==> src/hw/rtl/cia_pkg.sv <==
// shared types and constants for the complex integer alu
// no dependencies; imported by cia_mult, cia_sum, cia_div and complex_integer_alu
package cia_pkg;

    localparam int OPERAND_WIDTH_DEF = 16;
    localparam int RES_WIDTH         = 33;

    // operation selector carried in the input tuser
    typedef enum logic [1:0] {
        FUNC_ADD = 2'd0,
        FUNC_SUB = 2'd1,
        FUNC_MUL = 2'd2,
        FUNC_DIV = 2'd3
    } func_t;

    // per-beat control that travels down the pipeline
    typedef struct packed {
        func_t func;
        logic  den_zero;
    } ctl_t;

endpackage

==> src/hw/rtl/cia_mult.sv <==
// first pipeline stage: the six operand products and the add/subtract result
// depends on cia_pkg
module cia_mult
    import cia_pkg::*;
#(
    parameter int W = OPERAND_WIDTH_DEF
)
(
    input  logic                  clk,
    input  logic                  rst_n,
    input  logic                  in_valid,
    output logic                  in_ready,
    input  func_t                 func,
    input  logic signed [W-1:0]   a,
    input  logic signed [W-1:0]   b,
    input  logic signed [W-1:0]   c,
    input  logic signed [W-1:0]   d,
    output logic                  out_valid,
    input  logic                  out_ready,
    output func_t                 func_out,
    output logic signed [2*W-1:0] ac,
    output logic signed [2*W-1:0] bd,
    output logic signed [2*W-1:0] bc,
    output logic signed [2*W-1:0] ad,
    output logic signed [2*W-1:0] cc,
    output logic signed [2*W-1:0] dd,
    output logic signed [W:0]     as_re,
    output logic signed [W:0]     as_im
);

    logic                  valid_reg;
    func_t                 func_reg;
    logic signed [2*W-1:0] ac_reg, bd_reg, bc_reg, ad_reg, cc_reg, dd_reg;
    logic signed [W:0]     as_re_reg, as_im_reg;
    logic signed [W:0]     as_re_next, as_im_next;
    logic                  en;

    assign en       = !valid_reg || out_ready;
    assign in_ready = en;

    // add or subtract, exact at one extra bit
    always_comb
    begin
        if (func == FUNC_SUB)
        begin
            as_re_next = a - c;
            as_im_next = b - d;
        end
        else
        begin
            as_re_next = a + c;
            as_im_next = b + d;
        end
    end

    // valid bit
    always_ff @(posedge clk or negedge rst_n)
    begin
        if (!rst_n)
            valid_reg <= 1'b0;
        else if (en)
            valid_reg <= in_valid;
    end

    // payload
    always_ff @(posedge clk)
    begin
        if (en && in_valid)
        begin
            func_reg  <= func;
            ac_reg    <= a * c;
            bd_reg    <= b * d;
            bc_reg    <= b * c;
            ad_reg    <= a * d;
            cc_reg    <= c * c;
            dd_reg    <= d * d;
            as_re_reg <= as_re_next;
            as_im_reg <= as_im_next;
        end
    end

    assign out_valid = valid_reg;
    assign func_out  = func_reg;
    assign ac        = ac_reg;
    assign bd        = bd_reg;
    assign bc        = bc_reg;
    assign ad        = ad_reg;
    assign cc        = cc_reg;
    assign dd        = dd_reg;
    assign as_re     = as_re_reg;
    assign as_im     = as_im_reg;

endmodule

==> config.mk <==
export PLATFORM = sky130hd
export DESIGN_NAME = cia_mult
export DESIGN_NICKNAME = d
export VERILOG_FILES = /design/src/hw/rtl/cia_pkg.sv /design/src/hw/rtl/cia_mult.sv
export SDC_FILE = /design/constraint.sdc
export NUM_CORES = 2
export LEC_CHECK = 0
export ABC_CLOCK_PERIOD_IN_PS = 8000
export BUFFER_PORTS_ARGS = -buffer_cell sky130_fd_sc_hd__buf_4
export CAP_MARGIN = 20
export CELL_PAD_IN_SITES_DETAIL_PLACEMENT = 1
export CELL_PAD_IN_SITES_GLOBAL_PLACEMENT = 2
export CORE_MARGIN = 1
export CORE_UTILIZATION = 35
export CTS_BUF_LIST = sky130_fd_sc_hd__clkbuf_4
export CTS_CLUSTER_SIZE = 28
export DETAILED_ROUTE_END_ITERATION = 10
export GPL_TIMING_DRIVEN = 0
export HOLD_SLACK_MARGIN = 0.1
export PLACE_DENSITY = 0.77
export SLEW_MARGIN = 20
export SYNTH_ARGS = -nofsm -noshare
export SYNTH_HDL_FRONTEND = slang
export SYNTH_SLANG_ARGS = --single-unit
==> constraint.sdc <==
create_clock -name clk -period 8 [get_ports clk]
set_input_delay 0.8 -clock clk [delete_from_list [all_inputs] [get_ports clk]]
set_output_delay 0.8 -clock clk [all_outputs]
set_load 0.005 [all_outputs]
# == Word-level counts from Yosys, hierarchy flattened ==
# Index checks and enable logic that the tools add are counted.
# word_totals
rom_bits,0
ram_bits,0
memories,0
elab_cells,26
latchBits,0
register_bits,229
# op_classes
n_eq_ne,1
n_reduce_logical,3
bitwise,0
n_div,0
add_sub_neg,4
n_lt_le_gt_ge,0
mul,6
mux,2
shift,0
# op_table
cell,count
16-bit by 16-bit multiplier with 32-bit output,6
16-bit by 16-bit adder with 17-bit output,2
17-bit two-way mux,2
16-bit by 16-bit subtractor with 17-bit output,2
"2-bit by 1-bit == test with 1-bit output, second input constant",1
1-bit logical AND,1
1-bit logical NOT,1
1-bit logical OR,1

# == Logic depth before layout (Yosys ltp) ==
# depth
ltp_word,3
mapped_depth,26
ltp_nobuf,24

# == Worst setup path before layout ==
# Ideal clock, no wire load.
# synth_path
path_type,input -> register
from,in c[15]
to,"reg cc_reg[31], in the netlist cc[31], data pin"
required_ns,7.740
n_path_buf,2
arrival_ns,6.901
slack_ns,0.839
setup_ns,0.260
stages,22
path_cell_list,inv_1 > clkbuf_1 > buf_1 > nor2_1 > fa_1 > fa_1 > fa_1 > fa_1 > fa_1 > inv_1 > fa_1 > inv_1 > ha_1 > nand2_1 > nor3_1 > a221oi_1 > o21ai_1 > o31a_1 > o41ai_2 > o2111ai_1 > a21oi_1 > xnor2_1
# synth_between
elab_chain_cells,1
# synth_rtl
item,line,text
"start, declared",cia_mult.sv:16,"input logic signed [W-1:0] c,"
16-bit by 16-bit multiplier with 32-bit output,cia_mult.sv:75,cc_reg <= c * c;
"end signal, assigned",cia_mult.sv:75,
"end, declared",cia_mult.sv:33,"logic signed [2*W-1:0] ac_reg, bd_reg, bc_reg, ad_reg, cc_reg, dd_reg;"
# No other way between the ends.
# A chain may end at the register's enable or synchronous reset.

# == Worst setup path in the final report ==
# layout_path
from,in d[7]
to,"reg ad_reg[31], in the netlist ad[31], data pin"
# layout_between
elab_chain_cells,1
# layout_rtl
item,line,text
"start, declared",cia_mult.sv:17,"input logic signed [W-1:0] d,"
16-bit by 16-bit multiplier with 32-bit output,cia_mult.sv:74,ad_reg <= a * d;
"end signal, assigned",cia_mult.sv:74,
"end, declared",cia_mult.sv:33,
# No other way between the ends.

==> flow_summary.json <==
{
  "status": "completed",
  "regArea_um2": 6810,
  "startpoint": "d[7]",
  "cts_setup_buffers": 0,
  "path_clk_slew_ns": 0.06,
  "endpoint_kind": "register",
  "final_cell_mix": "inv_1 (1795), fa_1 (1515), nand2_1 (685)",
  "drc": 0,
  "dp.cells": 9613,
  "fin_cells": 9763,
  "grtUsageTotal_pct": 26.5,
  "clock_path_buffers": 3,
  "dp_slack_ns": -1.69,
  "path_class": "in -> reg",
  "final_hold_viol_count": 0,
  "synthCells": 6833,
  "grt-ovfl-total": 0,
  "r2r_cells": 4,
  "antenna_found_initial": 40,
  "grt_pass1_wl_mm": 365,
  "cts.htree.levels": 3,
  "fp.dieW_um": 435,
  "ys_warn_count": 0,
  "core_um2": 186000,
  "cp-start-kind": "input pin",
  "clockRootBuffer": "clkbuf_4",
  "hold_class": "in -> reg",
  "clock.fmax_mhz": 127,
  "ys_async_sr_fraction_pct": 0.441,
  "drt-initial-drc-count": 3421,
  "reg2reg_from": "out_valid$_DFFE_PN0N_",
  "setup_ws_ns": 0.145,
  "r2r-end": "bc[29]$_DFFE_PP_",
  "synth_cell_types": 78,
  "tightest_slew_ns": 1.30,
  "post-route-period-util_pct": 98.2,
  "port_buffers": 290,
  "final_common_cell": "inv_1",
  "final_util_pct": 38.9,
  "ys_seq_area_share_pct": 10.4,
  "rows": 158,
  "syn_area_um2": 65700,
  "critPathRequiredTime_ns": 8.80,
  "syn_area_per_cell_um2": 9.62,
  "setup_viol": 0,
  "firstDrtPassIters": 5,
  "gp_congestion": 0.961,
  "endpoint": "ad[31]$_DFFE_PP_",
  "die_y_um": 435,
  "nNetsFinal": 9339,
  "num_vias": 49100,
  "path_max_fanout": 10,
  "dp_hpwl_mm": 206,
  "multi_input_area_um2": 51100,
  "layout_min_cycle_time_ns": 7.85,
  "syn2layout_area_growth_pct": 10.0,
  "crit_arrival_ns": 8.66,
  "cts_tree": "yes",
  "rsz0062_at_grt": "yes",
  "antenna_left": 0,
  "drive_above_1_share_pct": 6.80,
  "reg2reg_slack_ns": 6.03,
  "synth_seq_cells": 227,
  "fillers": 21400,
  "skew_ns": 0.0519,
  "cts_buffers": 66,
  "slew_headroom_pct": 13.0,
  "io_pins": 300,
  "grt_max_degree": 59,
  "clk_latency_ns": 1.08,
  "first_global_vias": 55300,
  "cap_violations": 0,
  "totalWireLength_mm": 245,
  "synth_edf_count": 226,
  "slew_viol_final": 0,
  "synth-main-ff-cell": "edfxtp_1",
  "initial_utilization_pct": 35.3,
  "die-area_um2": 189000,
  "avgViaCountPerCell": 5.03,
  "routedWlPerCell_um": 25.1,
  "clock_sinks": 227
}
-- worst min path at each step --
stage	start	endpoint	cells after the start
2_1_floorplan	rst_n	out_valid$_DFFE_PN0N_	0
3_3_place_gp	out_valid$_DFFE_PN0N_	out_valid$_DFFE_PN0N_	2
3_5_place_dp	out_valid$_DFFE_PN0N_	out_valid$_DFFE_PN0N_	2
4_1_cts	a[1]	as_re[1]$_DFFE_PP_	2
5_1_grt	a[1]	as_re[1]$_DFFE_PP_	2
6_report	a[1]	as_re[1]$_DFFE_PP_	2
-- cells by family after synthesis --
group / after synthesis / synth area share [%]
AO/OA/AOI/OAI: 479 / 4.81
XOR/XNOR: 285 / 3.80
multiplexers: 6 / 0.0914
AND/OR/NAND/NOR: 1689 / 12.5
buffers and inverters: 2086 / 11.9
adder cells (fa/ha/maj): 2060 / 56.5
other: 1 / 0.00571
flip-flops: 227 / 10.4
-- per-layer routing --
| metal | routed length [um] | vias to the layer above | global-route usage [%] |
|---|---|---|---|
| li1 | - | 21000 | - |
| met1 | 99100 | 25900 | 34.0 |
| met2 | 114000 | 1752 | 42.7 |
| met3 | 18700 | 479 | 5.12 |
| met4 | 13200 | 14 | 12.9 |
| met5 | 88 | - | 0 |
-- area by class of cell --
cell class / count / share of cell area [%]
repair buffers: 312 / 3.44
plain buffers: 278 / 1.55
well taps: 2480 / 4.29
clock inverters: 21 / 0.206
diodes: 29 / 0.100
clock buffers: 92 / 0.955
inverters: 1803 / 9.37
multi-input cells: 4521 / 70.7
flip-flops and latches: 227 / 9.42
-- Yosys cell counts, types with 9 or more instances --
| library cell | count | area share (%) |
|---|---|---|
| o211ai_1 | 9 | 0.10 |
| and2_1 | 545 | 5.2 |
| inv_1 | 1795 | 10 |
| a31oi_1 | 11 | 0.10 |
| nand3_1 | 34 | 0.26 |
| a21o_1 | 59 | 0.67 |
| o21bai_1 | 27 | 0.31 |
| nor3_1 | 43 | 0.33 |
| fa_1 | 1515 | 46 |
| a211oi_1 | 21 | 0.24 |
| nor4_1 | 10 | 0.095 |
| nand2b_1 | 36 | 0.34 |
| xor2_1 | 60 | 0.80 |
| or2_2 | 11 | 0.10 |
| xnor2_1 | 225 | 3.0 |
| o21a_1 | 18 | 0.21 |
| edfxtp_1 | 226 | 10 |
| buf_1 | 12 | 0.069 |
| and3_1 | 21 | 0.20 |
| ha_1 | 545 | 10 |
| o21ai_0 | 81 | 0.62 |
| clkbuf_1 | 268 | 1.5 |
| or3_1 | 17 | 0.16 |
| a21oi_1 | 145 | 1.1 |
| o31ai_1 | 12 | 0.14 |
| nor2_1 | 238 | 1.4 |
| nor2b_1 | 21 | 0.20 |
| a31o_2 | 12 | 0.16 |
| nand2_1 | 685 | 3.9 |
-- timing repair --
item	4_1_cts	5_1_grt
setup endpoints to repair	14	14
endpoints found under the hold margin	8	0
hold buffers	10	0
gates resized for setup	7	69
-- stage by stage --
step | hold WS, ns | area (um^2) | TNS (ns)
final | 0.236 | 72300 | 0
after global routing | 0.193 | 72200 | 0
after CTS | 0.155 | 72200 | 0
after detailed placement | 0.550 | 71200 | -63.27
after global placement | 0.508 | 71000 | -355.79
after floorplan | 0.504 | 65700 | 0
-- critical path: stages --
cell       delay, ns
buf_4           0.11
clkbuf_1        0.50
clkbuf_1        0.96
nand2_1         0.19
fa_1            0.59
inv_1           0.06
fa_1            0.49
fa_1            0.53
fa_1            0.42
fa_1            0.51
inv_1           0.05
fa_1            0.48
inv_1           0.04
ha_1            0.33
a2111oi_0       0.62
inv_1           0.12
a211oi_2        0.36
nor4_1          0.18
o31a_1          0.39
a221o_1         0.36
a21o_1          0.20
xnor2_1         0.35
Power is not shown: default switching activity piles up to over one toggle a cycle in this logic, so the estimate is an artifact.
