===== src/hw/rtl/cia_pkg.sv =====
// shared types and constants for the complex integer alu
// no dependencies; imported by cia_mult, cia_sum, cia_div and complex_integer_alu
package cia_pkg;

    localparam int OPERAND_WIDTH_DEF = 16;
    localparam int RES_WIDTH         = 33;

    // operation selector carried in the input tuser
    typedef enum logic [1:0] {
        FUNC_ADD = 2'd0,
        FUNC_SUB = 2'd1,
        FUNC_MUL = 2'd2,
        FUNC_DIV = 2'd3
    } func_t;

    // per-beat control that travels down the pipeline
    typedef struct packed {
        func_t func;
        logic  den_zero;
    } ctl_t;

endpackage


===== src/hw/rtl/cia_sum.sv =====
// second and third stages: product sums, result select, divisor and
// sign/magnitude split of the division numerators
// depends on cia_pkg
module cia_sum
    import cia_pkg::*;
#(
    parameter int W = OPERAND_WIDTH_DEF
)
(
    input  logic                   clk,
    input  logic                   rst_n,
    input  logic                   in_valid,
    output logic                   in_ready,
    input  func_t                  func,
    input  logic signed [2*W-1:0]  ac,
    input  logic signed [2*W-1:0]  bd,
    input  logic signed [2*W-1:0]  bc,
    input  logic signed [2*W-1:0]  ad,
    input  logic signed [2*W-1:0]  cc,
    input  logic signed [2*W-1:0]  dd,
    input  logic signed [W:0]      as_re,
    input  logic signed [W:0]      as_im,
    output logic                   out_valid,
    input  logic                   out_ready,
    output ctl_t                   ctl,
    output logic [RES_WIDTH-1:0]   res_re,
    output logic [RES_WIDTH-1:0]   res_im,
    output logic [2*W-1:0]         den,
    output logic [2*W-1:0]         mag_re,
    output logic [2*W-1:0]         mag_im,
    output logic                   neg_re,
    output logic                   neg_im
);

    localparam int EW = (2 * W + 1 > RES_WIDTH) ? 2 * W + 1 : RES_WIDTH;

    // stage two registers
    logic                   v2_reg;
    ctl_t                   ctl2_reg;
    logic [RES_WIDTH-1:0]   re2_reg, im2_reg;
    logic [2*W-1:0]         den2_reg;
    logic signed [2*W:0]    num_re_reg, num_im_reg;
    // stage three registers
    logic                   v3_reg;
    ctl_t                   ctl3_reg;
    logic [RES_WIDTH-1:0]   re3_reg, im3_reg;
    logic [2*W-1:0]         den3_reg, mag_re_reg, mag_im_reg;
    logic                   neg_re_reg, neg_im_reg;

    logic signed [2*W:0]    mul_re, mul_im, num_re_next, num_im_next;
    logic signed [EW-1:0]   ext_re, ext_im;
    logic [2*W-1:0]         den_next;
    ctl_t                   ctl_next;
    logic [2*W:0]           abs_re, abs_im;
    logic                   en2, en3;

    assign en3      = !v3_reg || out_ready;
    assign en2      = !v2_reg || en3;
    assign in_ready = en2;

    // sums of products and selection of the non-divide result
    always_comb
    begin
        mul_re      = ac - bd;
        mul_im      = bc + ad;
        num_re_next = ac + bd;
        num_im_next = bc - ad;
        den_next    = $unsigned(cc) + $unsigned(dd);
        unique case (func)
            FUNC_ADD, FUNC_SUB:
            begin
                ext_re = as_re;
                ext_im = as_im;
            end
            FUNC_MUL:
            begin
                ext_re = mul_re;
                ext_im = mul_im;
            end
            default:
            begin
                ext_re = '0;
                ext_im = '0;
            end
        endcase
        ctl_next.func     = func;
        ctl_next.den_zero = (den_next == '0);
    end

    // numerator magnitudes
    always_comb
    begin
        abs_re = num_re_reg[2*W] ? $unsigned(-num_re_reg) : $unsigned(num_re_reg);
        abs_im = num_im_reg[2*W] ? $unsigned(-num_im_reg) : $unsigned(num_im_reg);
    end

    // valid bits
    always_ff @(posedge clk or negedge rst_n)
    begin
        if (!rst_n)
        begin
            v2_reg <= 1'b0;
            v3_reg <= 1'b0;
        end
        else
        begin
            if (en2)
                v2_reg <= in_valid;
            if (en3)
                v3_reg <= v2_reg;
        end
    end

    // payload
    always_ff @(posedge clk)
    begin
        if (en2 && in_valid)
        begin
            ctl2_reg   <= ctl_next;
            re2_reg    <= ext_re[RES_WIDTH-1:0];
            im2_reg    <= ext_im[RES_WIDTH-1:0];
            den2_reg   <= den_next;
            num_re_reg <= num_re_next;
            num_im_reg <= num_im_next;
        end
        if (en3 && v2_reg)
        begin
            ctl3_reg   <= ctl2_reg;
            re3_reg    <= re2_reg;
            im3_reg    <= im2_reg;
            den3_reg   <= den2_reg;
            mag_re_reg <= abs_re[2*W-1:0];
            mag_im_reg <= abs_im[2*W-1:0];
            neg_re_reg <= num_re_reg[2*W];
            neg_im_reg <= num_im_reg[2*W];
        end
    end

    assign out_valid = v3_reg;
    assign ctl       = ctl3_reg;
    assign res_re    = re3_reg;
    assign res_im    = im3_reg;
    assign den       = den3_reg;
    assign mag_re    = mag_re_reg;
    assign mag_im    = mag_im_reg;
    assign neg_re    = neg_re_reg;
    assign neg_im    = neg_im_reg;

endmodule


===== config.mk =====
export PLATFORM = sky130hd
export DESIGN_NAME = cia_sum
export DESIGN_NICKNAME = d
export VERILOG_FILES = /design/src/hw/rtl/cia_pkg.sv /design/src/hw/rtl/cia_sum.sv
export SDC_FILE = /design/constraint.sdc
export NUM_CORES = 1
export LEC_CHECK = 0
export BUFFER_PORTS_ARGS = -buffer_cell sky130_fd_sc_hd__buf_2
export CAP_MARGIN = 10
export CORE_MARGIN = 2
export CORE_UTILIZATION = 48
export DETAILED_ROUTE_END_ITERATION = 12
export PLACE_DENSITY = 0.71
export SLEW_MARGIN = 40
export SYNTH_ARGS = -nofsm -noshare
export SYNTH_HDL_FRONTEND = slang
export SYNTH_SLANG_ARGS = --single-unit

===== constraint.sdc =====
create_clock -name clk -period 14.17 [get_ports clk]
set_input_delay 0 -clock clk [delete_from_list [all_inputs] [get_ports clk]]
set_output_delay 0 -clock clk [all_outputs]
set_load 0.02 [all_outputs]

# --- Word level (Yosys, flattened, before mapping) ---
# Index checks and enable logic that the tools add are counted.
totals:
  reg_bits: 336
  wordCells: 40
  output_inout_bits: 169
  input_bits: 232
op_classes:
  add_sub_neg: 7
  n_mux: 4
  n_reduce_logical: 9
  n_eq_ne: 2
op_table:
  columns: ["operator", "count"]
  rows:
  - ["33-bit case mux with 2 select lines", 2]
  - ["32-bit by 32-bit adder with 33-bit output", 2]
  - ["32-bit by 32-bit subtractor with 33-bit output", 2]
  - ["32-bit 2-to-1 mux", 2]
  - ["32-bit negation", 2]
  - ["32-bit adder", 1]
  - ["32-bit logical NOT", 1]
  - ["2-bit by 1-bit == test with 1-bit output (second input constant)", 1]
  - ["2-bit == test (second input constant)", 1]
  - ["1-bit logical AND", 2]
  - ["1-bit logical NOT", 2]
  - ["2-bit logical NOT", 1]
  - ["1-bit logical OR", 2]
  - ["2-bit OR reduction", 1]

# --- Longest topological paths before layout ---
# Gate-level depths: netlist (run 1).
logic_depth:
  depth_word: 4
  mapped_depth: 14
  depth_no_buf: 14

# --- Least setup slack after synthesis (run 1) ---
# No wires, ideal clock.
synth_timing:
  path_type: "register -> register"
  startpoint: "reg v3_reg, in the netlist out_valid"
  endpoint: "reg ctl2_reg[0] (netlist name), enable pin"
  t_required_ps: 13624
  t_arrival_ps: 4596
  path_buffers: 0
  path_stages_with_launch: 3
  path_slack_ps: 9027
  setup_ps: 546
  period_less_slack_ps: 5143
  cell_sequence: "dfrtp_1 -> nand3b_1 -> and2_1"
synth_via:
  elab_chain_len: 4
synth_lines:
  columns: ["item", "line", "source"]
  rows:
  - ["start, declared", "cia_sum.sv:44", "logic v3_reg;"]
  - ["start signal, assigned", "cia_sum.sv:110", "v3_reg <= v2_reg;"]
  - ["1-bit logical NOT", "cia_sum.sv:57", "assign en3 = !v3_reg || out_ready;"]
  - ["1-bit logical OR", "cia_sum.sv:57", null]
  - ["1-bit logical OR", "cia_sum.sv:58", "assign en2 = !v2_reg || en3;"]
  - ["named net in_ready", "cia_sum.sv:13", "output logic in_ready,"]
  - ["1-bit logical AND", "cia_sum.sv:117", "if (en2 && in_valid)"]
  - ["end signal, assigned", "cia_sum.sv:119", "ctl2_reg <= ctl_next;"]
  - ["end, declared", "cia_sum.sv:39", "ctl_t ctl2_reg;"]
# The timed path passes the listed nets, and every way through them passes these cells.
# A chain may end at the register's enable or synchronous reset.

==> results.md, run 1 <==
* Run status: finished, final reports clean
* Count of non-filler cells in the finished layout at between 2,000 and 3,000
* Slew Limit Headroom at 0.418
* Internal at about 2.1 mW
* Most frequent standard cell in the layout excluding fill and tap cells: buf_2
* Final critical-path required period at 4590 ps
* Transition time at the pin with the least slew margin at 868 ps
* Post-synth EDFFs at 334
* Floorplan die width at about 210 µm
* Max Freq at 218 MHz
* Tot Pwr at 2.93 mW
* Worst-case clock buffer depth at 3
* Final number of max-transition violations at 0
* Num Clock Sinks at ~340
* Worst reg2reg path endpoint: mag_im[29]
* Total leakage power at about 10 nW
* Worst min-delay path endpoint: num_im_reg[4]
* Sequential cell area fraction in the yosys report at 0.500
* Most used flip-flop cell after synthesis: edfxtp_1
* Routability congestion estimate at 0.967
* Min-delay src: bc[3]
* Switching part of the total at 0.297
* Area Growth Syn to Fin at 21.6%
* Crit path capture type: register
* Worst EP arrival at 4950 ps
* Post-detailed-route via-to-cell ratio at 5.54
* Latest clock arrival within the worst-skew pair at 540 ps
* H-tree levels at 2
* CTS Root Cell: clkbuf_16
* Commonest cells after routing, fill and taps aside: buf_2, edfxtp_1, ha_1, xnor2_1, inv_1
* Boundary pin count at 401
* First-pass GRT wire length at around 84,000 µm
* Clock Pin Slew Worst Setup and Hold Paths at 60 ps
* Area of the die at about 44,000 µm²
* RSZ-0062 raised after global routing: no
* Post-synthesis cell count at 1,836
* Flop and latch count out of synthesis at approximately 340
* Register-to-register setup slack at 10,500 ps
* Reg-to-reg critical path startpoint: num_im_reg[4]
* Setup total negative slack at 0 ps
* Req. time, crit path at 14,530 ps
* Count of synthesis-stage warnings from yosys at 0
* Die height at about 210 µm
* Psw at 0.870 mW
* Share of power burned in registers at 0.444
* Share of synthesized registers carrying an async set or reset at 0.00595
* Worst reg-to-reg path cell count at 10
* Vias at 15,800
* Initial core utilization at 0.484
* Average instance area after synthesis at 11.0 µm²
* Residual DRC at 0
* Final Setup Violations at 0
* Nets at roughly 2,700
* Critical path startpoint category: input pin
* Power density cells at 120 nW/µm²
* Cells after DPL at 2,711
* Gr usage total at 0.245
* Part of the power in combinational logic at 0.241
* Total detailed-routing wirelength at 54,600 µm
* TritonCTS Buffers at 38
* Post-Syn Area at 20,200 µm²
* Cell row count at 75
* Number of antenna violations at the first check in global routing at 6
* Layout cells sized above 1 at 0.208
* Class of the tightest hold or removal check: input pin to register
* Max-capacitance violation count at 0
* Category of the most critical setup path: input pin to register
* Final Hold Viols at 0
* Placeable Area at 41,700 µm²
* TritonCTS clock tree: yes
* Residual overflow from global routing at 0
* Worst Clk Skew at 26.4 ps
* Number of nets still failing antenna checks after routing at 0
* Largest net degree at the start of global routing at a little under 80
* Worst hold path depth at 4
* Maximum net fanout on the critical path at 4
* Part of the total power dissipated in the clock network at 0.315
* Buffer count from post-CTS setup fixing at 0
* Final routed wire length divided by cell count at roughly 19 µm
* Crit share post-route at 0.324
* Vias in the first global route at 15,400
* First-pass detailed-route iteration total at 5
* Drt initial violations at 1,115
* PortBufs at 400
* Highest ir drop seen on vdd at about 0.11 mV
* Syn Nets at 2,234
* Number of filler cells placed in the layout at 3,479
* Post-DP HPWL at 41,500 µm
* Count of different cell masters after synthesis at 72
[cell type report]
class	instances	area (µm²)	share of cell area
diodes	4	10.0	0.000408
clock buffers	43	991	0.0404
clock inverters	19	150	0.00613
inverters	138	518	0.0211
multi-input cells	1290	9290	0.379
flip-flops and latches	336	10100	0.411
well taps	539	674	0.0275
repair buffers	480	2800	0.114
[worst max-delay path, stage by stage]
cell	delay, ps
dlygate4sd3_1	530
buf_2	120
ha_1	310
dlygate4sd3_1	600
xnor2_1	150
or3_1	330
a2111oi_0	390
or4b_1	510
or4_1	420
or4_1	430
or4_1	540
or4_1	430
nor4_2	170
[stage by stage]
step	worst slack (ps)	area, µm²	utilization	hold slack, ps
floorplan	9030	20200	-	-296
global placement	9780	22600	0.543	-215
detailed placement	9730	22600	0.543	-214
CTS	9580	24500	0.588	3.39
global route	9350	24500	0.588	44.6
finish	9580	24500	0.588	37.5
[cells in the mapped netlist (4+ instances only)]
| master | count | area share |
|---|---|---|
| o21a_1 | 10 | 0.0037 |
| a211oi_1 | 12 | 0.0045 |
| a22o_1 | 21 | 0.0091 |
| a31oi_1 | 15 | 0.0047 |
| ha_1 | 161 | 0.10 |
| o22ai_1 | 4 | 0.0012 |
| nand2b_1 | 32 | 0.0099 |
| fa_1 | 5 | 0.0050 |
| a21oi_1 | 132 | 0.033 |
| a21o_1 | 43 | 0.016 |
| or2_2 | 6 | 0.0019 |
| nand2_1 | 82 | 0.015 |
| nand3b_1 | 5 | 0.0019 |
| edfxtp_1 | 334 | 0.50 |
| a31o_2 | 5 | 0.0022 |
| xnor2_1 | 158 | 0.069 |
| o41ai_1 | 11 | 0.0048 |
| o2bb2ai_1 | 7 | 0.0030 |
| and3_1 | 9 | 0.0028 |
| nand3_1 | 24 | 0.0060 |
| xor2_1 | 39 | 0.017 |
| nor4b_1 | 7 | 0.0030 |
| o21bai_1 | 38 | 0.014 |
| o21ai_0 | 119 | 0.030 |
| inv_1 | 137 | 0.026 |
| and2_1 | 10 | 0.0031 |
| a211o_1 | 6 | 0.0026 |
| clkbuf_1 | 67 | 0.012 |
| nor2b_1 | 18 | 0.0056 |
| or4_1 | 18 | 0.0067 |
| a311o_1 | 5 | 0.0025 |
| o211ai_1 | 12 | 0.0045 |
| nor3_1 | 30 | 0.0075 |
| nor4_1 | 12 | 0.0037 |
| nor2_1 | 121 | 0.023 |
| nand4_1 | 5 | 0.0016 |
| or3_1 | 25 | 0.0078 |
| a2111oi_0 | 4 | 0.0017 |
| o31ai_1 | 29 | 0.011 |
| and4_1 | 4 | 0.0017 |
[power by group through the flow]
| stage | clock network, mW | registers [mW] | logic (mW) |
|---|---|---|---|
| after floorplan | 0 | 1.39 | 0.393 |
| after global placement | 0 | 1.32 | 0.667 |
| after detailed placement | 0 | 1.32 | 0.681 |
| after CTS | 0.944 | 1.30 | 0.703 |
| after global routing | 0.980 | 1.31 | 0.771 |
| final | 0.924 | 1.30 | 0.707 |
[kinds of logic after synthesis]
group | after synthesis | synth area share
DFF | 336 | 0.500
muxes | 1 | 0.000497
and+or+nand+nor | 418 | 0.106
AOI/OAI and AO/OA | 508 | 0.164
buffers and inverters | 210 | 0.0392
xor gates and xnor gates | 197 | 0.0856
adders and majority gates | 166 | 0.105
[what timing repair did]
| action | CTS | global route |
|---|---|---|
| gates resized for setup | 0 | 0 |
| hold buffers | 72 | 0 |
| setup endpoints to repair | 0 | 0 |
| hold endpoints to repair | 55 | 0 |
[worst max path at each step]
stage / from / end / slack (ps) / depth (start not counted)
after floorplan: out_valid / ctl2_reg[0] / 9030 / 2
after global placement: cc[0] / ctl2_reg[0] / 9780 / 13
after detailed placement: cc[0] / ctl2_reg[0] / 9730 / 13
after CTS: dd[2] / ctl2_reg[0] / 9580 / 13
after global routing: dd[2] / ctl2_reg[0] / 9350 / 13
final: dd[2] / ctl2_reg[0] / 9580 / 13
[layer usage]
metal  vias up  track usage  wire length [µm]
li1       7627            -                 -
met1      7471        0.314             22900
met2       580        0.408             25900
met3       104       0.0464              3730
met4         4        0.101              2050
met5         -            0                23
Power figures use the tool's default switching activity.
==> inputs of run 2 (changes only) <==
- ABC_AREA: unset -> 1
- PLACE_DENSITY: 0.71 -> 0.7
- clock period: 14.17 -> 4.65 ns (I/O delays scaled with it)
==> run 2 against run 1 <==
Clock power rose to 3.6 times the previous value. Clock-buffer cell count up 3. Largest cell class is now multi-input gates. Synthesized cell count up 57%. Critical endpoint unchanged. Total power rose to 3.4 times the previous value. Wire length up 45%. First-iteration DRC count up 56%. Hold slack better by 5.0 ps. Via count up 37%. Flip-flop and latch count unchanged. Sequential power rose to 3.1 times the previous value.
==> results.md, run 2 <==
* Top cells by area in the synthesized netlist: edfxtp_1, nand2_1, ha_1
* Layout cells sized above 1 at 0.163
* Final Setup Violations at 0
* Stage delay of the slowest cell on the critical path at 550 ps
* Placeable Area at 47,700 µm²
* Share of synthesized registers carrying an async set or reset at 0.00595
* Drt initial violations at about 1,700
* Worst Setup Slack post-DPL at 2220 ps
* Residual DRC at 0
* Latest clock arrival within the worst-skew pair at 590 ps
* Average instance area after synthesis at 8.05 µm²
* Maximum net fanout on the critical path at 3
* Nets at between 3,000 and 4,000
* Clock Pin Slew Worst Setup and Hold Paths at 50 ps
* PortBufs at 400
* Slew Limit Headroom at 0.483
* TritonCTS Buffers at 41
* Crit path capture type: register
* Highest ir drop seen on vdd at 0.301 mV
* Quantity of hold-fixing buffers added after cts at 66
* Quantity of gates resized following cts at 0
* Total detailed-routing wirelength at 78,900 µm
* Max Freq at 337 MHz
* Count of synthesis-stage warnings from yosys at 0
* Number of nets still failing antenna checks after routing at 0
* Residual overflow from global routing at 0
* Crit share post-route at 0.639
* Largest net degree at the start of global routing at around 100
* Vias at 21,600
* Cell with the most instances after synthesis: nand2_1
* Minimum setup slack in the final design at roughly 1700 ps
* Fraction of synthesized cell area taken by the top area cell type at 0.433
* Routability congestion estimate at ~1.0
* Power density cells at 360 nW/µm²
* Most frequent standard cell in the layout excluding fill and tap cells: nand2_1
* Worst-case clock buffer depth at 3
* Max-capacitance violation count at 0
* Area Growth Syn to Fin at 20.1%
* Sequential cell area fraction in the yosys report at 0.435
* Combined area of the multi-input logic cells at 11,000 µm²
* Total leakage power at around 13 nW
* Gr usage total at 0.309
* TritonCTS clock tree: yes
* Number of filler cells placed in the layout at about 4,300
* Cells after DPL at 3,841
* Most repeated library cell on the critical path: nor2_1
* Worst Clk Skew at 30.9 ps
* Register cell area after layout at 10,100 µm²
* Final Hold Viols at 0
* Initial core utilization at 0.486
* RSZ-0062 raised after global routing: no
* Category of the most critical setup path: input pin to register
* H-tree levels at 2
* Commonest cells after routing, fill and taps aside: nand2_1, inv_1, buf_2, edfxtp_1, nor2_1
* Area of the die at ~50,000 µm²
* Buffer count from post-CTS setup fixing at 0
* Post-DP HPWL at 62,600 µm
* Num Clock Sinks at 336
* Setup total negative slack at 0 ps
* Post-synth EDFFs at between 300 and 400
* First-pass detailed-route iteration total at 7
* Flop and latch count out of synthesis at 336
* Final number of max-transition violations at 0
* Die height at 224 µm
* Boundary pin count at 401
* Number of antenna violations at the first check in global routing at 5
* Post-detailed-route via-to-cell ratio at 5.41
* Count of non-filler cells in the finished layout at 3,987
* Largest area contributor in the synthesized netlist: edfxtp_1
* Req. time, crit path at just over 5000 ps
* Cell row count at 80
* Crit path max-delay cell type: dlygate4sd3_1
* Class of the tightest hold or removal check: input pin to register
* Worst EP arrival at 3400 ps
* Floorplan die width at 224 µm
* Post-synthesis cell count at 2,878
* Transition time at the pin with the least slew margin at 774 ps
* Final critical-path required period at 2970 ps
* Leading post-synthesis cells by instance count: nand2_1, inv_1, edfxtp_1, nor2_1, a21oi_1
* Ordered list of cells on the worst path: dlygate4sd3_1, buf_2, ha_1, inv_1, fa_1, dlygate4sd3_1, inv_1, or2_2, nor2_1, nand3_1, nor2_1, nand2_1, nor2_1, nand3_1, nor2_1, nand3_1, nor2_1
* Critical path startpoint category: input pin
* Register-to-register setup slack at 2260 ps
* First-pass GRT wire length at about 120,000 µm
* CTS Root Cell: clkbuf_16
* Count of different cell masters after synthesis at 56
* Run status: finished, final reports clean
* Vias in the first global route at 21,000
* Most used flip-flop cell after synthesis: edfxtp_1
* Syn Nets at roughly 3,300
* Final routed wire length divided by cell count at 19.8 µm
* Post-Syn Area at 23,200 µm²
* Final standard cell utilization of the core at 0.583
[run 2: final timing paths]
check	start	endpoint	cells past startpoint
min	dd[12]	den2_reg[12]	4
max	dd[0]	ctl2_reg[0]	17
max in group asynchronous	rst_n	v2_reg	3
max reg2reg	num_re_reg[0]	mag_re[28]	10
min reg2reg	den2_reg[31]	den[31]	0
min in group asynchronous	rst_n	out_valid	3
[run 2: worst max-delay path: cells and delay by family]
kind | cells | cell delay [ps]
fa+ha+maj | 2 | 670
buf+inv | 5 | 1310
simple gates | 10 | 1420
[run 2: report_power, final]
group,leakage [nW],internal [mW],switching [mW],total (mW)
clock network,0.674,1.95,1.36,3.31
registers,3.25,3.87,0.169,4.04
logic,9.32,0.840,1.83,2.67
total,13.2,6.66,3.36,10.0
[run 2: area by class of cell]
type                    instances  area share
clock buffers                  46      0.0382
repair buffers                476      0.0995
flip-flops and latches        336       0.362
well taps                     615      0.0276
multi-input cells            2006       0.396
diodes                          5    0.000449
inverters                     474      0.0642
clock inverters                29      0.0118
[run 2: cells by family after synthesis]
kind of cell,after synthesis,share of synthesized area
XOR/XNOR,109,0.0412
AO/OA/AOI/OAI,451,0.113
buffers and inverters,536,0.0897
AND/OR/NAND/NOR,1280,0.230
adder cells (fa/ha/maj),166,0.0912
flip-flops,336,0.435
[run 2: per-stage QoR]
step / power (mW) / instance area [µm²] / hold WS [ps]
3_3_place_gp: 6.63 / 25800 / -216
2_1_floorplan: 5.75 / 23200 / -296
5_1_grt: 10.4 / 27800 / 44.2
3_5_place_dp: 6.67 / 25800 / -211
4_1_cts: 10.0 / 27800 / 8.98
6_report: 10.0 / 27900 / 42.6
[run 2: metal layers]
metal	wire length, µm	vias to the layer above	share of wire	GRT usage
li1	-	10300	-	-
met1	32000	10100	0.41	0.383
met2	38400	924	0.49	0.542
met3	4900	191	0.062	0.0370
met4	3570	4	0.045	0.138
met5	30	-	0.00038	0
